**src/sntdw_pkg.sv**
```systemverilog
// Package for the signed number to digit-register write block.
// Holds the sequencer states, cell control type, register indexes and segment codes.
// No dependencies.
package sntdw_pkg;

    // Number of decimal digit cells; 2147483647 has ten digits.
    localparam int NUM_CELLS  = 10;
    // Shift steps of the conversion; the saturated magnitude has 31 bits.
    localparam int CONV_STEPS = 31;
    localparam int MAG_W      = 31;

    // Configuration register indexes.
    localparam logic REG_ALIGN_MODE   = 1'b0;
    localparam logic REG_MINUS_ENABLE = 1'b1;

    // Special segment codes.
    localparam logic [7:0] MINUS_CODE = 8'h01;
    localparam logic [7:0] DP_BIT     = 8'h80;

    // Sequencer states.
    typedef enum logic [1:0] {
        S_IDLE,
        S_CONV,
        S_EMIT,
        S_FLUSH
    } t_state;

    // Control shared by all digit cells.
    typedef struct packed {
        logic clear;
        logic shift;
    } t_cell_ctrl;

    // Segment pattern of one decimal digit, bits 6..0 are segments a..g.
    function automatic logic [7:0] digit_code(input logic [3:0] d);
        logic [7:0] code;
        unique case (d)
            4'd0:    code = 8'h7E;
            4'd1:    code = 8'h30;
            4'd2:    code = 8'h6D;
            4'd3:    code = 8'h79;
            4'd4:    code = 8'h33;
            4'd5:    code = 8'h5B;
            4'd6:    code = 8'h5F;
            4'd7:    code = 8'h70;
            4'd8:    code = 8'h7F;
            4'd9:    code = 8'h7B;
            default: code = 8'h00;
        endcase
        return code;
    endfunction

endpackage

```
**src/signed_number_to_digit_writes.sv**
```systemverilog
// Top level: converts a signed number into seven-segment digit-register writes.
// Depends on sntdw_pkg and sntdw_cell.
//
// Usage:
// An input request (i_in_valid / o_in_ready) carries a signed number, a device
// index, a start position and a decimal-point position. The block answers with
// zero to eight write requests on the output channel (o_out_valid / i_out_ready),
// each holding device, digit address 1..8 and segment byte; o_last marks the
// final write of a request. Writes that would land outside addresses 1..8 are
// dropped, and a device index not below MAX_DEVICES gives no writes.
// Timing: one request is worked at a time. The magnitude passes through a row
// of ten decimal digit cells, one bit per cycle, then one write slot (up to
// eleven) is visited per cycle while the receiver takes writes, and a flush
// state releases the last write.
// A one-entry hold stage and the output register let the last write of one
// request wait while the next request is taken. A stalled receiver holds the
// write slots in place; nothing is lost.
// Reset (synchronous, active low) returns to idle, clears the output valid and
// sets align_mode to 0 and minus_enable to 1. i_cfg_we writes a register at once.
module signed_number_to_digit_writes
    import sntdw_pkg::*;
#(
    parameter int MAX_DEVICES = 8
) (
    input  logic        i_clk,
    input  logic        i_rst_n,
    input  logic        i_cfg_we,
    input  logic        i_cfg_index,
    input  logic        i_cfg_data,
    input  logic        i_in_valid,
    output logic        o_in_ready,
    input  logic [31:0] i_number,
    input  logic [2:0]  i_device,
    input  logic [3:0]  i_start_position,
    input  logic [3:0]  i_dp_position,
    output logic        o_out_valid,
    input  logic        i_out_ready,
    output logic [2:0]  o_out_device,
    output logic [3:0]  o_digit_address,
    output logic [7:0]  o_segments,
    output logic        o_last
);

    t_state r_state, n_state;

    logic              r_align, r_minus_en;
    logic [MAG_W-1:0]  r_mag;
    logic              r_neg;
    logic [2:0]        r_dev;
    logic [3:0]        r_start, r_dp;
    logic [4:0]        r_bit;
    logic [3:0]        r_slot;
    logic              r_hold_valid;
    logic [3:0]        r_hold_addr;
    logic [7:0]        r_hold_seg;
    logic              r_out_valid;
    logic [2:0]        r_out_dev;
    logic [3:0]        r_out_addr;
    logic [7:0]        r_out_seg;
    logic              r_out_last;

    logic              w_accept, w_dev_ok, w_out_free;
    logic [31:0]       w_mag32;
    logic [MAG_W-1:0]  w_mag_sat;
    t_cell_ctrl        w_ctl;
    logic [NUM_CELLS-1:0] w_carry;
    logic [3:0]        w_digit [NUM_CELLS];
    logic [3:0]        w_nd, w_total, w_k;
    logic              w_zero, w_minus_on, w_is_digit, w_dp_hit, w_in_range;
    logic signed [6:0] w_addr;
    logic [7:0]        w_seg;
    logic              w_advance, w_hold_load, w_out_load, w_out_last, w_last_slot;

    assign w_accept   = i_in_valid && o_in_ready;
    assign w_dev_ok   = (32'(i_device) < MAX_DEVICES);
    assign w_out_free = !r_out_valid || i_out_ready;

    // Magnitude with saturation of the most negative number.
    assign w_mag32   = i_number[31] ? (32'd0 - i_number) : i_number;
    assign w_mag_sat = w_mag32[31] ? {MAG_W{1'b1}} : w_mag32[MAG_W-1:0];

    // Row of decimal digit cells; the magnitude enters cell 0 msb first.
    assign w_carry[0] = r_mag[MAG_W-1];
    for (genvar g = 0; g < NUM_CELLS; g++) begin : g_cell
        if (g < NUM_CELLS - 1) begin : g_mid
            sntdw_cell u_cell (
                .i_clk   (i_clk),
                .i_ctl   (w_ctl),
                .i_carry (w_carry[g]),
                .o_carry (w_carry[g+1]),
                .o_digit (w_digit[g])
            );
        end else begin : g_top
            sntdw_cell u_cell (
                .i_clk   (i_clk),
                .i_ctl   (w_ctl),
                .i_carry (w_carry[g]),
                .o_carry (),
                .o_digit (w_digit[g])
            );
        end
    end

    // Digit count: position of the highest nonzero cell plus one.
    always_comb begin
        w_nd = 4'd0;
        for (int i = 0; i < NUM_CELLS; i++) begin
            if (w_digit[i] != 4'd0) begin
                w_nd = 4'(i + 1);
            end
        end
    end

    assign w_zero      = (w_nd == 4'd0);
    assign w_minus_on  = r_neg && r_minus_en && !w_zero;
    assign w_total     = w_zero ? 4'd1 : (w_nd + {3'd0, w_minus_on});
    assign w_last_slot = (r_slot == (w_total - 4'd1));

    // Address, digit index and segment byte of the current write slot.
    always_comb begin
        if (!r_align) begin
            w_addr     = 7'sd9 - $signed({3'd0, r_start}) - $signed({3'd0, r_slot});
            w_is_digit = w_zero || (r_slot < w_nd);
            w_k        = r_slot;
            w_dp_hit   = (r_dp != 4'd0) && (w_k == r_dp);
        end else begin
            w_addr     = $signed({3'd0, r_start}) + $signed({3'd0, r_slot});
            w_is_digit = !(w_minus_on && (r_slot == 4'd0));
            if (w_zero) begin
                w_k = 4'd0;
            end else if (w_minus_on) begin
                w_k = w_nd - r_slot;
            end else begin
                w_k = w_nd - 4'd1 - r_slot;
            end
            w_dp_hit = !w_zero && ((5'(r_slot) + 5'd1) == {1'b0, r_dp});
        end
        if (w_is_digit) begin
            w_seg = digit_code(w_digit[w_k]) | (w_dp_hit ? DP_BIT : 8'h00);
        end else begin
            w_seg = MINUS_CODE;
        end
        w_in_range = (w_addr >= 7'sd1) && (w_addr <= 7'sd8);
    end

    // Next-state logic of the sequencer.
    always_comb begin
        n_state = r_state;
        unique case (r_state)
            S_IDLE: begin
                if (w_accept) begin
                    n_state = w_dev_ok ? S_CONV : S_FLUSH;
                end
            end
            S_CONV: begin
                if (r_bit == 5'(CONV_STEPS - 1)) begin
                    n_state = S_EMIT;
                end
            end
            S_EMIT: begin
                if (w_advance && w_last_slot) begin
                    n_state = S_FLUSH;
                end
            end
            S_FLUSH: begin
                if (!r_hold_valid || w_out_free) begin
                    n_state = S_IDLE;
                end
            end
            default: n_state = S_IDLE;
        endcase
    end

    // Output logic of the sequencer.
    always_comb begin
        o_in_ready  = 1'b0;
        w_ctl       = '0;
        w_advance   = 1'b0;
        w_hold_load = 1'b0;
        w_out_load  = 1'b0;
        w_out_last  = 1'b0;
        unique case (r_state)
            S_IDLE: begin
                o_in_ready = 1'b1;
                w_ctl.clear = w_accept;
            end
            S_CONV: begin
                w_ctl.shift = 1'b1;
            end
            S_EMIT: begin
                w_advance = !r_hold_valid || w_out_free;
                w_hold_load = w_advance && w_in_range;
                w_out_load = w_hold_load && r_hold_valid;
            end
            S_FLUSH: begin
                w_out_load = r_hold_valid && w_out_free;
                w_out_last = 1'b1;
            end
            default: begin
                o_in_ready = 1'b0;
            end
        endcase
    end

    // Control registers.
    always_ff @(posedge i_clk) begin
        if (!i_rst_n) begin
            r_state      <= S_IDLE;
            r_align      <= 1'b0;
            r_minus_en   <= 1'b1;
            r_hold_valid <= 1'b0;
            r_out_valid  <= 1'b0;
        end else begin
            r_state <= n_state;
            if (i_cfg_we) begin
                unique case (i_cfg_index)
                    REG_ALIGN_MODE:   r_align    <= i_cfg_data;
                    REG_MINUS_ENABLE: r_minus_en <= i_cfg_data;
                    default:          r_align    <= r_align;
                endcase
            end
            if (w_hold_load) begin
                r_hold_valid <= 1'b1;
            end else if (w_out_load) begin
                r_hold_valid <= 1'b0;
            end
            if (w_out_load) begin
                r_out_valid <= 1'b1;
            end else if (i_out_ready) begin
                r_out_valid <= 1'b0;
            end
        end
    end

    // Request capture, conversion counters and write payload.
    always_ff @(posedge i_clk) begin
        if (w_accept) begin
            r_mag   <= w_mag_sat;
            r_neg   <= i_number[31];
            r_dev   <= i_device;
            r_start <= i_start_position;
            r_dp    <= i_dp_position;
            r_bit   <= 5'd0;
            r_slot  <= 4'd0;
        end else if (r_state == S_CONV) begin
            r_mag <= {r_mag[MAG_W-2:0], 1'b0};
            r_bit <= r_bit + 5'd1;
        end else if (w_advance) begin
            r_slot <= r_slot + 4'd1;
        end
        if (w_hold_load) begin
            r_hold_addr <= w_addr[3:0];
            r_hold_seg  <= w_seg;
        end
        if (w_out_load) begin
            r_out_dev  <= r_dev;
            r_out_addr <= r_hold_addr;
            r_out_seg  <= r_hold_seg;
            r_out_last <= w_out_last;
        end
    end

    assign o_out_valid     = r_out_valid;
    assign o_out_device    = r_out_dev;
    assign o_digit_address = r_out_addr;
    assign o_segments      = r_out_seg;
    assign o_last          = r_out_last;

endmodule

```
**src/sntdw_cell.sv**
```systemverilog
// One decimal digit cell of the shift-and-add-3 binary to decimal converter.
// Depends on sntdw_pkg for the cell control type.
module sntdw_cell
    import sntdw_pkg::*;
(
    input  logic       i_clk,
    input  t_cell_ctrl i_ctl,
    input  logic       i_carry,
    output logic       o_carry,
    output logic [3:0] o_digit
);

    logic [3:0] r_digit;
    logic [3:0] n_adj;

    // Add three to digits of five or more before the shift.
    always_comb begin
        n_adj = (r_digit >= 4'd5) ? (r_digit + 4'd3) : r_digit;
    end

    assign o_carry = n_adj[3];
    assign o_digit = r_digit;

    // Shift one bit in from the lower neighbor, the top bit goes to the upper one.
    always_ff @(posedge i_clk) begin
        if (i_ctl.clear) begin
            r_digit <= 4'd0;
        end else if (i_ctl.shift) begin
            r_digit <= {n_adj[2:0], i_carry};
        end
    end

endmodule

```
**config.mk**
```make
export PLATFORM = sky130hd
export DESIGN_NAME = signed_number_to_digit_writes
export DESIGN_NICKNAME = d
export VERILOG_FILES = /design/src/sntdw_pkg.sv /design/src/signed_number_to_digit_writes.sv /design/src/sntdw_cell.sv
export SDC_FILE = /design/constraint.sdc
export NUM_CORES = 1
export LEC_CHECK = 0
export ABC_AREA = 0
export ABC_CLOCK_PERIOD_IN_PS = 15100
export BUFFER_PORTS_ARGS = -buffer_cell sky130_fd_sc_hd__buf_2
export CAP_MARGIN = 0
export CORE_ASPECT_RATIO = 1.2
export CORE_MARGIN = 2
export CORE_UTILIZATION = 55
export DETAILED_ROUTE_END_ITERATION = 12
export MAX_ROUTING_LAYER = met4
export PLACE_DENSITY = 0.74
export SLEW_MARGIN = 25
export SYNTH_ARGS = -nofsm -noshare
export SYNTH_HDL_FRONTEND = slang
export SYNTH_SLANG_ARGS = --single-unit
```
**constraint.sdc**
```tcl
create_clock -name i_clk -period 15.1 [get_ports i_clk]
set_input_delay 3.02 -clock i_clk [delete_from_list [all_inputs] [get_ports i_clk]]
set_output_delay 3.02 -clock i_clk [all_outputs]
set_load 0.005 [all_outputs]
```
==> impl_results.md, run 1 <==
- Starting Density: 56.1%
- GP Congestion: 0.905
- Post_cts resized: 0
- DR vias: 6393
- Total CTS buffers: 17
- Synth Flop Type: edfxtp_1
- Diode count: 0
- Crit path max fanout: 6
- Average wire per standard cell: 15.1 um
- Yosys reg bits: 126
- Setup TNS: 0 ns
- Share of the yosys chip area belonging to registers: 40.1%
- Die Ht: 137 um
- Iter 0 DRT Violations: 386
- Initial antenna violation count: 0
- Layout area overhead: 12.5%
- Synth Warn #: 0
- Status: finished, final reports clean
- Async set or reset register ratio after synthesis: 0%
- Pre-CTS setup slack: 9.13 ns
- PD cells: 145 nW/um^2
- Pins Over Slew Limit: 0
- Worst EP required: 15.27 ns
- EDFF count, synth: 71
- Die width: 114 um
- GRT Resource Usage Total: 23.4%
- Grt total ovfl: 0
- Synth unique cells: 79
- Crit-path slowest cell: nor3b_1
- CTS tree: done
- Worst Slack Setup Final: 9.42 ns
- Final wirelength: 16800 um
- CP Launch Type: flip-flop
- Count of nets after finishing: 1035
- Worst slew margin: 31.0%
- Worst skew pair latency: 0.42 ns
- Worst-margin pin slew: 1.03 ns
- Final hold viol count: 0
- Drt via density: 5.75
- Maximum root-to-sink buffer count: 2
- Cts hold-fix bufs: 0
- DRC violations left: 0
- Crit. End Element: flip-flop
- Placeable Area: 14400 sq um
- Clk sinks: 126
- Reg2Reg Setup Slack: 9.42 ns
- Via count of the first global-routing pass: 6022
- Root Buffer: clkbuf_16
- PortBufs: 67
- Max-Cap Viols: 0
- Tmin final: 5.68 ns
- RSZ-0062 raised after global routing: no
- Hold Crit Class: reg2reg
- Clock Skews: 0.0104 ns
- Leakage: 0.00356 uW
- Pin count of the biggest net entering global routing: 67
- Crit path DAT: 5.85 ns
- First-pass GRT wire length: 28400 um
- Post-DRT Antenna Nets: 0
- I/O pins: 68
- Worst-path cell chain: inv_1 > ha_1 > nor3b_1 > o41ai_1 > o21ai_2 > nand2_1 > nand2_1 > nand2_1 > ha_1 > fa_1 > and3_1 > o21a_1 > o21ai_0 > a21oi_1 > nor2_1 > mux2i_1 > mux2i_1 > mux2_2 > a21oi_1 > ha_1 > a21boi_0 > o21ba_1
- Slowest stage delay, CP: 0.65 ns
- Final setup vio count: 0
- Layout cell share with drive strength beyond 1: 13.0%
- Fin crit share: 37.6%
- Crit Path Class: reg2reg
- CP delay by family, top: compound AO/OA/AOI/OAI gates
- H-tree lvl count: 4
- Syn Nets: 977
- Crit path buf inv count: 1
- Pre-Repair DR Iteration Count: 5
- Post-CTS setup buffer count: 0
- Mapped Cells: 866
- Mean post-synth cell area: 9.30 sq um
- Peak VDD IR: 0.0000892 V
- HPWL Detailed: 11900 um
- Placement Rows: 48
- Max Freq: 176 MHz
- Clk pin slew, worst setup/hold paths: 0.05 ns
- Mapped cell area: 8050 sq um
- Die area: 15600 sq um
[flip-flops by register name, summed over array words and instances (netlist names), 4 cells and up]
register                     cells
r_start                          4
g_cell.g_top.u_cell.o_digit      4
o_digit_address                  4
r_mag                           31
r_hold_addr                      4
r_dp                             4
r_bit                            5
g_cell.g_mid.u_cell.o_digit     36
r_slot                           4
o_segments                       8
r_hold_seg                       8
[synthesized netlist by cell type (3+ instances only)]
master,instances,area (sq um)
a31oi_1,4,25.0
ha_1,57,713
and3_1,5,31.3
dfxtp_1,55,1100
nand4_1,8,50.1
edfxtp_1,71,2130
nor4_1,3,18.8
xor2_1,48,420
clkbuf_1,29,109
nor3_1,22,110
fa_1,4,80.1
nand3_1,21,105
a21o_1,6,45.0
a21oi_1,83,415
o32ai_1,5,43.8
o41ai_1,5,43.8
a21boi_0,3,22.5
nor3b_1,7,52.6
o211ai_1,5,37.5
o31ai_1,10,75.1
or3_1,3,18.8
nand2b_1,20,125
and2_1,4,25.0
nor2_1,105,394
or4_1,7,52.6
nor2b_1,8,50.1
o21a_1,5,37.5
nand2_1,56,210
o21ai_0,53,265
xnor2_1,25,219
mux2i_1,28,280
inv_1,43,161
[metal layers]
| layer | up-vias | global-route usage [%] | routed length [um] |
|---|---|---|---|
| li1 | 3217 | - | - |
| met1 | 3017 | 28.1 | 7410 |
| met2 | 134 | 38.9 | 8380 |
| met3 | 25 | 5.05 | 699 |
| met4 | 0 | 8.40 | 302 |
| met5 | - | - | 0 |
[cell usage in the layout, fill, tap and decap left out, types with 5 or more instances in the layout]
master | Yosys | final
a21o_1 | 6 | 6
a21oi_1 | 83 | 83
and3_1 | 5 | 5
buf_2 | 1 | 67
buf_4 | 1 | 5
clkbuf_1 | 29 | 5
clkbuf_16 | 0 | 17
clkinv_2 | 0 | 5
dfxtp_1 | 55 | 55
edfxtp_1 | 71 | 71
ha_1 | 57 | 57
inv_1 | 43 | 43
mux2i_1 | 28 | 28
nand2_1 | 56 | 56
nand2b_1 | 20 | 20
nand3_1 | 21 | 21
nand4_1 | 8 | 8
nor2_1 | 105 | 104
nor2b_1 | 8 | 8
nor3_1 | 22 | 22
nor3b_1 | 7 | 7
o211ai_1 | 5 | 5
o21a_1 | 5 | 5
o21ai_0 | 53 | 53
o31ai_1 | 10 | 10
o32ai_1 | 5 | 5
o41ai_1 | 5 | 5
or4_1 | 7 | 7
xnor2_1 | 25 | 25
xor2_1 | 48 | 48
[cell type report]
cell class / instances / area, sq um
Fill cell: 1193 / 5290
Multi-Input combinational cell: 663 / 4530
Sequential cell: 126 / 3230
Clock buffer: 24 / 472
Timing Repair Buffer: 72 / 373
Tap cell: 175 / 219
Inverter: 44 / 165
Clock inverter: 8 / 66.3
[per-stage QoR]
step | cells | utilization (%) | total power [uW] | instance area (sq um) | hold slack (ns)
global route | 1112 | 63.1 | 1390 | 9060 | 0.423
floorplan | 866 | - | 836 | 8050 | 0.400
finish | 1112 | 63.1 | 1310 | 9060 | 0.414
detailed placement | 1080 | 59.4 | 940 | 8520 | 0.405
global placement | 1080 | 59.3 | 930 | 8520 | 0.402
CTS | 1112 | 63.1 | 1320 | 9060 | 0.416
[kinds of logic (layout without fill, tap and decap cells)]
logic type / Yosys count / count (layout) / synth area share [%]
AO/OA/AOI/OAI: 212 / 212 / 16.7
XOR/XNOR: 74 / 74 / 8.23
flip-flops: 126 / 126 / 40.1
AND/OR/NAND/NOR: 287 / 287 / 17.8
buffers and inverters: 77 / 148 / 3.65
multiplexers: 29 / 29 / 3.62
adder cells (fa/ha/maj): 61 / 61 / 9.85
[worst paths after layout]
kind                                                                     start                           to  cells after the start
worst max-delay path            g_cell[5].g_mid.u_cell.o_digit[1]$_SDFFE_PP0P_  r_hold_seg[4]$_SDFFCE_PN0P_                     22
worst min-delay path                               r_hold_seg[6]$_SDFFCE_PN0P_      o_segments[6]$_DFFE_PP_                      0
worst max register to register  g_cell[5].g_mid.u_cell.o_digit[1]$_SDFFE_PP0P_  r_hold_seg[4]$_SDFFCE_PN0P_                     22
worst min register to register                     r_hold_seg[6]$_SDFFCE_PN0P_      o_segments[6]$_DFFE_PP_                      0
[where the power goes]
| part | switching, uW | internal, uW | total, uW |
|---|---|---|---|
| logic | 274 | 164 | 439 |
| clock network | 141 | 232 | 374 |
| registers | 31.5 | 466 | 498 |
No activity file was read; power rests on OpenSTA's default activity.
==> run 2, diff against run 1 <==
ABC_CLOCK_PERIOD_IN_PS = 4700   (was 15100)
PLACE_DENSITY = 0.77   (was 0.74)
clock period = 4.7 ns   (was 15.1 ns; I/O delays follow)
==> run 2 against run 1 <==
  * Sequential power grew to 3.2 times the previous value
  * Clock skew shrank 0.0028 ns
  * Final cell count grew 3.4%
  * Die area is the same
  * Via count grew 4.6%
  * Routed wire length grew 8.6%
  * Utilization grew 4.0 points
  * Largest power group is now combinational cells
==> impl_results.md, run 2 (synthesis results as in run 1) <==
- Root Buffer: clkbuf_16
- Starting Density: 56.1%
- Final setup vio count: 0
- Hold Crit Class: reg2reg
- Initial antenna violation count: 0
- Die width: 114 um
- Post-DRT Antenna Nets: 0
- Worst-margin pin slew: 0.930 ns
- Placeable Area: 14400 sq um
- Crit path max fanout: 4
- Slowest stage delay, CP: 0.59 ns
- Hold depth: 0
- Worst-path cell chain: inv_1 > ha_1 > or3b_4 > o2111a_1 > o21ai_2 > nand2_1 > nand2_1 > nand2_1 > ha_2 > fa_2 > and3_4 > o21a_1 > o21ai_2 > a21oi_2 > or4_4 > nor3_2 > a21o_4 > ha_4 > inv_1 > mux2i_2 > o32ai_1
- Crit Path Class: reg2reg
- Maximum root-to-sink buffer count: 2
- Diode count: 0
- Leakage: 0.00380 uW
- Tmin final: 4.55 ns
- Peak VDD IR: 0.000365 V
- Max Freq: 220 MHz
- Placement Rows: 48
- First-pass GRT wire length: 29500 um
- Die Ht: 137 um
- Final wirelength: 18200 um
- Fin crit share: 96.7%
- GP Congestion: 0.929
- CP Launch Type: flip-flop
- PortBufs: 67
- Commonest non-fill, non-tap cell in the layout: nor2_1
- Count of nets after finishing: 1074
- CTS tree: done
- Max reg flops: 36
- GRT Resource Usage Total: 24.5%
- Crit-path slowest cell: or4_4
- Cts hold-fix bufs: 0
- H-tree lvl count: 4
- Crit. End Element: flip-flop
- Max-Cap Viols: 0
- Clk pin slew, worst setup/hold paths: 0.06 ns
- R2r worst-path depth: 21
- Multi-input logic area: 4740 sq um
- Crit path DAT: 4.70 ns
- Commonest non-fill, non-tap cells in the layout: nor2_1, a21oi_1, edfxtp_1
- Fillers: 1099
- Drt via density: 5.81
- Placed instance area: 8790 sq um
- PD cells: 476 nW/um^2
- Post-route cell area: 9640 sq um
- Worst skew pair latency: 0.42 ns
- Layout cell share with drive strength beyond 1: 19.8%
- Final hold viol count: 0
- Pre-Repair DR Iteration Count: 7
- Status: finished, final reports clean
- Worst EP required: 4.86 ns
- Pins Over Slew Limit: 0
- Clk sinks: 126
- Total power: 4590 uW
- Reg area: 3230 sq um
- Via count of the first global-routing pass: 6361
- CP most frequent cell: nand2_1
- I/O pins: 68
- Die area: 15600 sq um
- Total CTS buffers: 17
- Worst slew margin: 37.8%
- DR vias: 6687
- Hold_ws: 0.417 ns
- Iter 0 DRT Violations: 453
- Pin count of the biggest net entering global routing: 45
- Layout area overhead: 19.7%
- Grt total ovfl: 0
- HPWL Detailed: 12900 um
- DRC violations left: 0
- Average wire per standard cell: 15.9 um
- Clock Skews: 0.00753 ns
## run 2: cell types whose count changed in the layout (fill, tap and decap cells not counted), sizes merged
cell and change:
clkinvlp +1, buf +39, clkbuf -4, bufinv +3, clkinv -1
## run 2: critical path: cells and delay by family (launching register included)
family	cells	cell delay (ns)
muxes	1	0.25
adders and majority gates	4	0.81
and+or+nand+nor	7	1.67
buffers and inverters	2	0.12
DFF	1	0.31
AOI/OAI and AO/OA	7	1.13
## run 2: through the flow
stage / worst slack (ns) / util [%] / cells / setup TNS (ns)
after global routing: -0.0765 / 67.1 / 1150 / -0.291
final: 0.153 / 67.1 / 1150 / 0
after global placement: 0.127 / 61.2 / 1115 / 0
after CTS: 0.0218 / 65.6 / 1147 / 0
after detailed placement: -0.0883 / 61.2 / 1115 / -0.102
after floorplan: 0.00284 / - / 866 / 0
## run 2: layout make-up
cell class / count / share of cell area (%)
Sequential cell: 126 / 33.5
Inverter: 44 / 1.71
Clock buffer: 20 / 4.63
Clock inverter: 11 / 1.73
Tap cell: 175 / 2.27
Multi-Input combinational cell: 663 / 49.2
Timing Repair Buffer: 111 / 6.95
## run 2: power by group
group	leakage [uW]	total, uW	switching, uW	internal [uW]
Sequential	0.00111	1590	94.5	1500
Combinational	0.00240	1620	981	634
Clock	0.000293	1380	482	895
Total	0.00380	4590	1560	3030
## run 2: path summary, 6_finish.rpt
| path | from | to | slack, ns |
|---|---|---|---|
| hold reg to reg | r_hold_seg[5]$_SDFFCE_PN0P_ | o_segments[5]$_DFFE_PP_ | 0.42 |
| setup reg to reg | g_cell[1].g_mid.u_cell.o_digit[0]$_SDFFE_PP0P_ | r_hold_seg[6]$_SDFFCE_PN0P_ | 0.15 |
| hold / removal | r_hold_seg[5]$_SDFFCE_PN0P_ | o_segments[5]$_DFFE_PP_ | 0.42 |
| setup / recovery | g_cell[1].g_mid.u_cell.o_digit[0]$_SDFFE_PP0P_ | r_hold_seg[6]$_SDFFCE_PN0P_ | 0.15 |
## run 2: metal layers
metal / part of all wire, % / routed length (um) / vias up / track usage, %
met2: 52 / 9550 / 185 / 44.0
met3: 4.4 / 802 / 46 / 5.49
met5: 0 / 0 / - / -
met1: 40 / 7340 / 3164 / 26.0
met4: 2.9 / 535 / 0 / 9.96
li1: - / - / 3292 / -
## run 2: timing repair
item                       4_1_cts  5_1_grt
buffers inserted                 1        3
setup endpoints to repair        4        8
resized for setup                2       38
pin swaps                        1       10
==> run 3, diff against run 2 <==
CORE_ASPECT_RATIO = 0.9   (was 1.2)
==> run 3 against run 2 <==
  * Fmax increased by 1.0%
  * Clock power decreased by 7%
  * Via count increased by 0.55%
  * Routed wire length decreased by 1.7%
  * Largest cell class unchanged
  * Global-route usage decreased by 0.89 points
  * Total power decreased by 2.8%
==> impl_results.md, run 3 (synthesis results as in run 1) <==
- Status: finished, final reports clean
- Count of nets after finishing: 1082
- PortBufs: 67
- Non-Filler Instances: 1177
- Max reg flops: 36
- Tmin final: 4.50 ns
- Average wire per standard cell: 15.2 um
- Setup TNS: 0 ns
- Final wirelength: 17900 um
- H-tree lvl count: 4
- Die Ht: 119 um
- Worst skew pair latency: 0.43 ns
- R2r worst-path depth: 21
- GP Congestion: 0.879
- Final setup vio count: 0
- Layout cell share with drive strength beyond 1: 19.8%
- Starting Density: 56.9%
- GRT Resource Usage Total: 23.6%
- Grt total ovfl: 0
- I/O pins: 68
- DR vias: 6724
- Cts hold-fix bufs: 0
- Pin count of the biggest net entering global routing: 55
- Die area: 15600 sq um
- Crit Path Class: reg2reg
- PD cells: 463 nW/um^2
- Crit Reg-Reg Startpoint: g_cell[1].g_mid.u_cell.o_digit[1]$_SDFFE_PP0P_
- Clk pin slew, worst setup/hold paths: 0.06 ns
- Post-DRT Antenna Nets: 0
- Peak VDD IR: 0.000287 V
- Total CTS buffers: 17
- DRC violations left: 0
- Pre-Repair DR Iteration Count: 5
- Diode count: 0
- Iter 0 DRT Violations: 428
- Commonest non-fill, non-tap cell in the layout: nor2_1
- Crit path DAT: 4.66 ns
- Final hold viol count: 0
- Max Freq: 222 MHz
- Placement Rows: 41
- Drt via density: 5.71
- Leakage: 0.00381 uW
- Worst slew margin: 35.4%
- Post-route cell area: 9640 sq um
- Critical Path Start: g_cell[1].g_mid.u_cell.o_digit[1]$_SDFFE_PP0P_
- Max-Cap Viols: 0
- RSZ-0062 raised after global routing: yes
- Placed cells: 1141
- Worst EP required: 4.86 ns
- Pins Over Slew Limit: 0
- Placeable Area: 14200 sq um
- Clk sinks: 126
- Maximum root-to-sink buffer count: 2
- CTS tree: done
- First-pass GRT wire length: 29000 um
- CP Launch Type: flip-flop
- Reg2Reg Setup Slack: 0.20 ns
- Min-delay src: r_hold_seg[0]$_SDFFCE_PN1P_
- Clock Skews: 0.00813 ns
- Layout area overhead: 19.7%
- Via count of the first global-routing pass: 6091
- Fin crit share: 95.7%
- Placed instance area: 8880 sq um
- Initial antenna violation count: 0
- Fillers: 1107
- Root Buffer: clkbuf_16
- Total power: 4460 uW
- Hold depth: 0
- Die width: 132 um
- Crit path max fanout: 8
- Crit. End Element: flip-flop
- Hold Crit Class: reg2reg
- Pre-CTS setup slack: -0.0416 ns
- Worst-margin pin slew: 0.968 ns
- Worst Slack Setup Final: 0.200 ns
- HPWL Detailed: 12300 um
- Commonest non-fill, non-tap cells in the layout: nor2_1, a21oi_1, edfxtp_1
## run 3: final timing paths
path                                  to
max          r_hold_seg[5]$_SDFFCE_PN0P_
min reg2reg      o_segments[0]$_DFFE_PP_
min              o_segments[0]$_DFFE_PP_
max reg2reg  r_hold_seg[5]$_SDFFCE_PN0P_
## run 3: per-stage QoR
step	hold slack (ns)	util (%)
final	0.416	68.1
after global routing	0.424	68.1
after CTS	0.418	66.7
after detailed placement	0.405	62.7
after global placement	0.405	62.7
after floorplan	0.400	-
## run 3: critical path: stages, from the launching register on
cell and delay (ns):
dfxtp_1 0.33, inv_1 0.08, ha_1 0.13, or3b_4 0.37, o2111a_1 0.27, o21ai_2 0.16
nand2_1 0.07, nand2_1 0.06, nand2_1 0.07, ha_2 0.19, fa_2 0.34, and3_4 0.19
o21a_1 0.19, o21ai_2 0.20, a21oi_2 0.08, or4_4 0.62, nor3_4 0.14, a311oi_2 0.07
buf_4 0.19, ha_1 0.32, nand2_1 0.09, a21oi_1 0.07
## run 3: where the power goes
group / switching, uW / total, uW / leakage [uW] / internal [uW]
clock network: 502 / 1280 / 0.000274 / 778
registers: 96.5 / 1590 / 0.00111 / 1500
logic: 967 / 1590 / 0.00243 / 619
## run 3: cell type report
| type | count | area, sq um | share of cell area, % |
|---|---|---|---|
| clock inverters | 14 | 145 | 1.51 |
| repair buffers | 118 | 731 | 7.58 |
| clock buffers | 18 | 429 | 4.45 |
| flip-flops and latches | 126 | 3230 | 33.5 |
| inverters | 44 | 165 | 1.71 |
| multi-input cells | 664 | 4690 | 48.7 |
| well taps | 193 | 241 | 2.51 |
## run 3: layer usage
layer  wire (um)  vias up  track usage (%)
met5           0        -                -
met4         204        0             6.93
met3         974       19             5.58
met2        8510      165             37.4
met1        8240     3227             30.4
li1            -     3313                -
## run 3: what timing repair did
action                                  4_1_cts  5_1_grt
gates cloned                                  0        1
hold endpoints to repair                      0        0
pin swaps                                     1        9
endpoints found under the setup margin        5        8
resized for setup                             1       29
buffers inserted                              0        3
